===== src/sv/rcr_pkg.sv =====
// Shared types and constants for the random click resonator.
`default_nettype none

package rcr_pkg;

	typedef enum logic [2:0] {
		ST_IDLE,
		ST_RLD,
		ST_SMP,
		ST_KSIN,
		ST_DIFF,
		ST_DEC,
		ST_UPD
	} rcr_state_t;

	// register index, taken from paddr[2]
	localparam logic REG_MAX_INTERVAL = 1'b0;
	localparam logic REG_DECAY_GAIN   = 1'b1;

	localparam int          MAX_INTERVAL_RST = 88200;
	localparam logic [15:0] DECAY_GAIN_RST   = 16'd64880;
	localparam int          FULL_SCALE       = 32767;
	localparam int          GAIN_BITS        = 16;

endpackage

`default_nettype wire


===== src/sv/random_click_resonator.sv =====
// Random click generator with a damped magic-circle resonator, one shared multiplier.
//
//  channel   | dir | handshake                  | payload
//  ----------+-----+----------------------------+----------------------------------------
//  s_axis    | in  | s_axis_tvalid/tready       | tdata[15:0] random_value
//  m_axis    | out | m_axis_tvalid/tready       | tdata[15:0] sample, tuser[0] click_start
//  apb       | in  | psel/penable/pwrite/pready | 0x0 max_interval, 0x4 decay_gain
//
// After an input transfer the sequencer steps through SMP, KSIN, DIFF, DEC and UPD, with
// RLD first when it starts a click (one extra multiply for the reload); every multiply goes
// through the single multiplier. No new input is taken until UPD fires; then the result
// becomes valid and s_axis_tready returns in the same cycle.
// The last step stalls while the output register is full and its transfer is not taken.
// arst_n clears the state to countdown 0, cosine 1.0, sine 0 and the register resets.
`default_nettype none

module random_click_resonator
	import rcr_pkg::*;
#(
	parameter int INTERVAL_BITS = 24,
	parameter int FRACTION_BITS = 16
) (
	input  wire logic        clk,
	input  wire logic        arst_n,
	input  wire logic        psel,
	input  wire logic        penable,
	input  wire logic        pwrite,
	input  wire logic [2:0]  paddr,
	input  wire logic [31:0] pwdata,
	output logic      [31:0] prdata,
	output logic             pready,
	input  wire logic        s_axis_tvalid,
	output logic             s_axis_tready,
	input  wire logic [15:0] s_axis_tdata,   // [15:0] random_value
	output logic             m_axis_tvalid,
	input  wire logic        m_axis_tready,
	output logic      [15:0] m_axis_tdata,   // [15:0] sample
	output logic      [0:0]  m_axis_tuser    // [0] click_start
);

	localparam int TERM_BITS = FRACTION_BITS + 8;
	localparam int AW = TERM_BITS + 1;
	localparam int BMAX0 = (INTERVAL_BITS > 16) ? INTERVAL_BITS : 16;
	localparam int BW = ((BMAX0 > FRACTION_BITS) ? BMAX0 : FRACTION_BITS) + 1;
	localparam int PW = AW + BW;
	localparam int CW = INTERVAL_BITS + 1;
	localparam int K_POINT3 = ((3 << FRACTION_BITS) + 5) / 10;

	localparam logic signed [PW-1:0] SMP_MAX  = PW'(FULL_SCALE);
	localparam logic signed [PW-1:0] SMP_MIN  = -SMP_MAX - PW'(1);
	localparam logic signed [PW-1:0] TERM_MAX = (PW'(1) <<< (TERM_BITS - 1)) - PW'(1);
	localparam logic signed [PW-1:0] TERM_MIN = -TERM_MAX - PW'(1);
	localparam logic signed [TERM_BITS-1:0] ONE_Q = TERM_BITS'(1) << FRACTION_BITS;

	rcr_state_t state_q, state_d;

	logic [INTERVAL_BITS-1:0]    max_interval_q;
	logic [15:0]                 decay_gain_q;
	logic signed [CW-1:0]        countdown_q;
	logic signed [TERM_BITS-1:0] cos_q, sin_q;
	logic [15:0]                 rnd_q;
	logic                        start_q;
	logic signed [AW-1:0]        diff_q;
	logic signed [PW-1:0]        prod_q;
	logic [15:0]                 smp_q;
	logic                        out_valid_q;
	logic [15:0]                 out_sample_q;
	logic                        out_start_q;

	logic signed [AW-1:0]        op_a;
	logic signed [BW-1:0]        op_b;
	logic signed [PW-1:0]        prod_d;
	logic signed [PW-1:0]        smp_trunc, ksin_floor, nc_full;
	logic [15:0]                 smp_sat;
	logic signed [TERM_BITS-1:0] nc_sat, ns_sat;
	logic signed [AW-1:0]        ns_full;
	logic                        in_xfer, out_xfer, cfg_wr, upd_fire;

	assign pready        = 1'b1;
	assign cfg_wr        = psel && penable && pwrite && pready;
	assign in_xfer       = s_axis_tvalid && s_axis_tready;
	assign out_xfer      = m_axis_tvalid && m_axis_tready;
	assign m_axis_tvalid = out_valid_q;
	assign m_axis_tdata  = out_sample_q;
	assign m_axis_tuser  = out_start_q;

	always_comb begin
		case (paddr[2])
			REG_MAX_INTERVAL: prdata = 32'(max_interval_q);
			REG_DECAY_GAIN:   prdata = 32'(decay_gain_q);
			default:          prdata = '0;
		endcase
	end

	// shared multiplier operand select
	always_comb begin
		case (state_q)
			ST_RLD: begin
				op_a = AW'(rnd_q);
				op_b = BW'(max_interval_q);
			end
			ST_SMP: begin
				op_a = AW'(cos_q);
				op_b = BW'(FULL_SCALE);
			end
			ST_KSIN: begin
				op_a = AW'(sin_q);
				op_b = BW'(K_POINT3);
			end
			ST_DEC: begin
				op_a = diff_q;
				op_b = BW'(decay_gain_q);
			end
			default: begin
				op_a = '0;
				op_b = '0;
			end
		endcase
	end

	assign prod_d = PW'(op_a) * PW'(op_b);

	// cos*32767 >> FRACTION_BITS toward zero, then saturate
	always_comb begin
		smp_trunc = (prod_q >>> FRACTION_BITS)
			+ $signed(PW'(prod_q[PW-1] && (prod_q[FRACTION_BITS-1:0] != '0)));
		if (smp_trunc > SMP_MAX)
			smp_sat = 16'(SMP_MAX);
		else if (smp_trunc < SMP_MIN)
			smp_sat = 16'(SMP_MIN);
		else
			smp_sat = 16'(smp_trunc);
	end

	assign ksin_floor = prod_q >>> FRACTION_BITS;
	assign nc_full    = prod_q >>> GAIN_BITS;

	always_comb begin
		if (nc_full > TERM_MAX)
			nc_sat = TERM_BITS'(TERM_MAX);
		else if (nc_full < TERM_MIN)
			nc_sat = TERM_BITS'(TERM_MIN);
		else
			nc_sat = TERM_BITS'(nc_full);
		ns_full = AW'(sin_q) + AW'(nc_sat);
		if (ns_full[AW-1] != ns_full[AW-2])
			ns_sat = ns_full[AW-1] ? TERM_BITS'(TERM_MIN) : TERM_BITS'(TERM_MAX);
		else
			ns_sat = ns_full[TERM_BITS-1:0];
	end

	always_ff @(posedge clk or negedge arst_n) begin
		if (!arst_n)
			state_q <= ST_IDLE;
		else
			state_q <= state_d;
	end

	always_comb begin
		state_d       = state_q;
		s_axis_tready = 1'b0;
		upd_fire      = 1'b0;
		case (state_q)
			ST_IDLE: begin
				s_axis_tready = 1'b1;
				if (s_axis_tvalid)
					state_d = countdown_q[CW-1] ? ST_RLD : ST_SMP;
			end
			ST_RLD:  state_d = ST_SMP;
			ST_SMP:  state_d = ST_KSIN;
			ST_KSIN: state_d = ST_DIFF;
			ST_DIFF: state_d = ST_DEC;
			ST_DEC:  state_d = ST_UPD;
			ST_UPD: begin
				if (!out_valid_q || m_axis_tready) begin
					upd_fire = 1'b1;
					state_d  = ST_IDLE;
				end
			end
			default: state_d = ST_IDLE;
		endcase
	end

	always_ff @(posedge clk) begin
		// decay product is held while the update waits on the output
		if (state_q != ST_UPD)
			prod_q <= prod_d;
		if (in_xfer)
			rnd_q <= s_axis_tdata;
		if (state_q == ST_KSIN)
			smp_q <= smp_sat;
		if (state_q == ST_DIFF)
			diff_q <= AW'(cos_q) - AW'(ksin_floor);
		if (upd_fire) begin
			out_sample_q <= smp_q;
			out_start_q  <= start_q;
		end
	end

	always_ff @(posedge clk or negedge arst_n) begin
		if (!arst_n) begin
			max_interval_q <= INTERVAL_BITS'(MAX_INTERVAL_RST);
			decay_gain_q   <= DECAY_GAIN_RST;
			countdown_q    <= '0;
			cos_q          <= ONE_Q;
			sin_q          <= '0;
			start_q        <= 1'b0;
			out_valid_q    <= 1'b0;
		end else begin
			if (cfg_wr) begin
				case (paddr[2])
					REG_MAX_INTERVAL: max_interval_q <= pwdata[INTERVAL_BITS-1:0];
					REG_DECAY_GAIN:   decay_gain_q   <= pwdata[15:0];
					default: ;
				endcase
			end
			if (in_xfer) begin
				start_q <= countdown_q[CW-1];
				if (countdown_q[CW-1]) begin
					cos_q <= ONE_Q;
					sin_q <= '0;
				end else begin
					countdown_q <= countdown_q - CW'(1);
				end
			end
			// reload product lands while the sample multiply is issued
			if (state_q == ST_SMP && start_q)
				countdown_q <= CW'(prod_q[INTERVAL_BITS+15:16]);
			if (upd_fire) begin
				cos_q <= nc_sat;
				sin_q <= ns_sat;
			end
			if (upd_fire)
				out_valid_q <= 1'b1;
			else if (out_xfer)
				out_valid_q <= 1'b0;
		end
	end

endmodule

`default_nettype wire


===== config.mk =====
export PLATFORM = sky130hd
export DESIGN_NAME = random_click_resonator
export DESIGN_NICKNAME = d
export VERILOG_FILES = /design/src/sv/rcr_pkg.sv /design/src/sv/random_click_resonator.sv
export SDC_FILE = /design/constraint.sdc
export NUM_CORES = 2
export LEC_CHECK = 0
export BUFFER_PORTS_ARGS = -buffer_cell sky130_fd_sc_hd__buf_4
export CAP_MARGIN = 10
export CELL_PAD_IN_SITES_DETAIL_PLACEMENT = 0
export CELL_PAD_IN_SITES_GLOBAL_PLACEMENT = 1
export CORE_MARGIN = 2
export CORE_UTILIZATION = 35
export DETAILED_ROUTE_END_ITERATION = 8
export PLACE_DENSITY_LB_ADDON = 0.3
export SYNTH_ARGS = -nofsm -noshare
export SYNTH_HDL_FRONTEND = slang
export SYNTH_SLANG_ARGS = --single-unit

===== constraint.sdc =====
create_clock -name clk -period 10.8 [get_ports clk]
set_input_delay 2.7 -clock clk [delete_from_list [all_inputs] [get_ports clk]]
set_output_delay 2.7 -clock clk [all_outputs]
set_load 0.005 [all_outputs]

==> results.md <==
- Minimum clock period: roughly 9.9 ns
- Dpl cell area: 37300 µm²
- Row cnt: about 120
- Met1 Use GR: between 20 and 30%
- Post-CTS Setup Inserts: 0
- Die Y: approximately 320 µm
- # IOs: 110
- Worst-margin pin slew: 1.31 ns
- Fillers: 9906
- Crit path max-delay family: adder cells
- Largest net degree at the start of global routing: between 70 and 80
- Simple-gate area share of the yosys netlist: between 10% and 20%
- M3 GR Usage: around 2.3%
- Commonest cells in the netlist: 723 x inv_1, 635 x fa_1, 413 x nor2_1
- Clk sinks: about 240
- Slowest CP cell: nor2b_1
- Met2 Track Usage GR: between 30% and 40%
- R2R Path End: prod_q[48]
- Setup TNS: 0 ns
- Grt ovf: 0
- Critical path type: flip-flop to flip-flop
- Multi-input logic area: 25000 µm²
- End of the worst hold path: m_axis_tdata[12]
- RD Place Congestion: slightly above 0.9
- Detailed Routing Iterations Pass 1: 5
- CTS tree: built
- Final worst path period share: around nine tenths
- Reg2reg setup slack: between 0.8 and 0.9 ns
- Mean Syn Cell Area: between 9 and 10 µm²
- Mapped Area: 34600 µm²
- Post-synthesis cell type count: slightly below 80
- Max H-tree Level: 1
- Worst Path Required: around 11 ns
- FF-to-FF Start: state_q[2]
- Setup repair after global routing missed its margin: no
- Synth Area in Adders: between 40% and 50%
- Hold_sp: smp_q[12]
- # hold bufs at CTS: 0
- Latest clock arrival within the worst-skew pair: about 0.6 ns
- Iter 0 DRT Violations: between 1500 and 2000
- Slew headroom: 12.4%
- Run status: complete, no violations
- Mux cell area share after synthesis: 2.35%
- Layout cell share with drive strength beyond 1: under 10%
- Vias in the first global route: 26500
- Worst-path maximum fanout: 18
- Setup violators final: 0
- Die Footprint: just over 100000 µm²
- Most frequent cell after synthesis: inv_1
- Slowest stage delay, CP: ~0.80 ns
- Crit path DAT: 10.27 ns
- Hold Path Stages: 0
- Critical Path Most Common Cell: fa_1
- Startpoint types: flip-flop
- Area grow syn2layout: 10.5%
- Max clock buf depth: 3
- Reg area: about 6700 µm²
- Cts repair resizes: 0
- Max_cap viols: 0
- Area leader, netlist: fa_1
- Number of synthesis warnings: 0
- Final nets: 4660
- CTS root buffer: clkbuf_16
- Core region area: 98300 µm²
- Worst Reg-to-Reg Cells: 28
- Starting density of the core: a little over a third
- CTS Buf Count: 29
- Slew Limit Fails: 0
- Crit end category: flip-flop
- First-pass GRT wire length: about 160000 µm
- Main synth FF type: edfxtp_1
- Number of antenna violations at the first check in global routing: 0
- Number of synthesized flops with an enable pin: ~120
- Die Wd: ~320 µm
- Max Freq: 0.101 GHz
- Share of the synthesized area in the top cell type: between 30% and 40%
- Synth Instances: approximately 3600
- Hold Crit Class: flip-flop to flip-flop
- IO buf count: 90
- Worst Path Buf+Inv: 6
- Flops & latches, synth: roughly 240
- Global-route usage over all layers: 21.3%
- Post-detailed-route count of antenna-violating nets: 0
- Final WL: 106000 µm
- DR vias: about 26000
- Largest family of logic cells by synthesized area: adder cells
- Post-synthesis sequential area ratio: about a fifth
- HPWL Detailed: 85800 µm
- Register clock-pin slew on the reported worst setup and hold paths: 0.06 ns
- Ant diodes: 0
- Synth top area cells: fa_1 37%, edfxtp_1 11%, inv_1 7.8%
- Final hold viol count: 0
- Synth Area in Compound Gates: roughly a tenth
- DR vias/cell: just over 5
- GR peak layer: met2
- Post-synth ARST share: roughly 49%
- Wire length per cell: ~21 µm
- Final Cell Area: between 30000 and 40000 µm²
- XOR/XNOR share of the synthesized area: ~3.2%
- Final Skew: 0.0195 ns
- Remaining DRCs: 0
-- worst max-delay path by stage --
stage / startpoint / end / slack, ns / depth (start not counted)
detailed placement: state_q[2] / prod_q[48] / 0.85 / 28
finish: state_q[2] / prod_q[48] / 0.87 / 28
CTS: state_q[2] / prod_q[48] / 0.79 / 28
global placement: state_q[2] / prod_q[48] / 0.89 / 28
global route: state_q[2] / prod_q[48] / 0.17 / 28
floorplan: state_q[2] / prod_q[48] / 2.03 / 33
-- sequential cells by signal, indices dropped and copies added, names as in the netlist --
| register | cells |
|---|---|
| rnd_q | 16 |
| max_interval_q | 24 |
| smp_q | 16 |
| diff_q | 25 |
| m_axis_tdata | 16 |
| sin_q | 24 |
| state_q | 3 |
| start_q | 1 |
| prod_q | 50 |
| m_axis_tuser | 1 |
| countdown_q | 25 |
| m_axis_tvalid | 1 |
| cos_q | 24 |
| decay_gain_q | 16 |
-- cells by family (layout without fill, tap and decap cells) --
logic type | after synthesis | in the layout
simple gates | 971 | 971
buf+inv | 884 | 949
fa+ha+maj | 828 | 828
compound gates | 517 | 517
flops | 242 | 242
xor+xnor | 125 | 125
mux | 75 | 75
other cells | 2 | 90
-- per-layer routing --
layer | routed length (µm) | share of wire, % | vias to the layer above
met4 | 4320 | 4.1 | 0
met1 | 45400 | 43 | 13200
met5 | 0 | 0 | -
met2 | 51100 | 48 | 730
met3 | 5660 | 5.3 | 192
li1 | - | - | 11600
-- cell type report --
| type | count | area share, % |
|---|---|---|
| Clock buffer | 37 | 2.00 |
| Timing Repair Buffer | 171 | 3.36 |
| Multi-Input combinational cell | 2606 | 65.3 |
| Tap cell | 1287 | 4.21 |
| Sequential cell | 242 | 17.5 |
| Inverter | 724 | 7.10 |
| Clock inverter | 17 | 0.487 |
-- cells in the final DEF, fill, tap and decap left out, types with 6 or more instances in the layout --
cell,instances
clkbuf_16,29
a22oi_1,27
nor4_1,19
a21o_1,69
clkbuf_1,7
nand4_1,22
o21bai_1,14
o21a_1,13
a22o_1,52
fa_1,635
nor2b_1,23
edfxtp_1,124
nand2_1,344
nor2_1,412
and2_1,15
dfstp_2,17
xnor2_1,94
o21ai_0,146
a31oi_1,14
nor3_1,20
a21boi_0,6
nand2b_1,38
xor2_1,31
dfrtp_1,99
mux2i_1,24
ha_1,193
conb_1,90
inv_1,723
buf_4,170
and3_1,13
nand3_1,35
mux2_2,51
a21oi_1,91
a211oi_1,19
o211ai_1,7
-- stage by stage --
stage	util [%]	instances	hold WS (ns)	setup WS, ns
3_3_place_gp	38.0	5030	0.405	0.891
3_5_place_dp	38.0	5030	0.405	0.849
4_1_cts	38.9	5084	0.418	0.795
5_1_grt	38.9	5084	0.422	0.173
6_report	38.9	5084	0.418	0.866
2_1_floorplan	-	3732	0.400	2.03
Power is left out: the tool's default activity adds up to more than one toggle a clock period on the data nets, which glitch-free logic cannot reach.
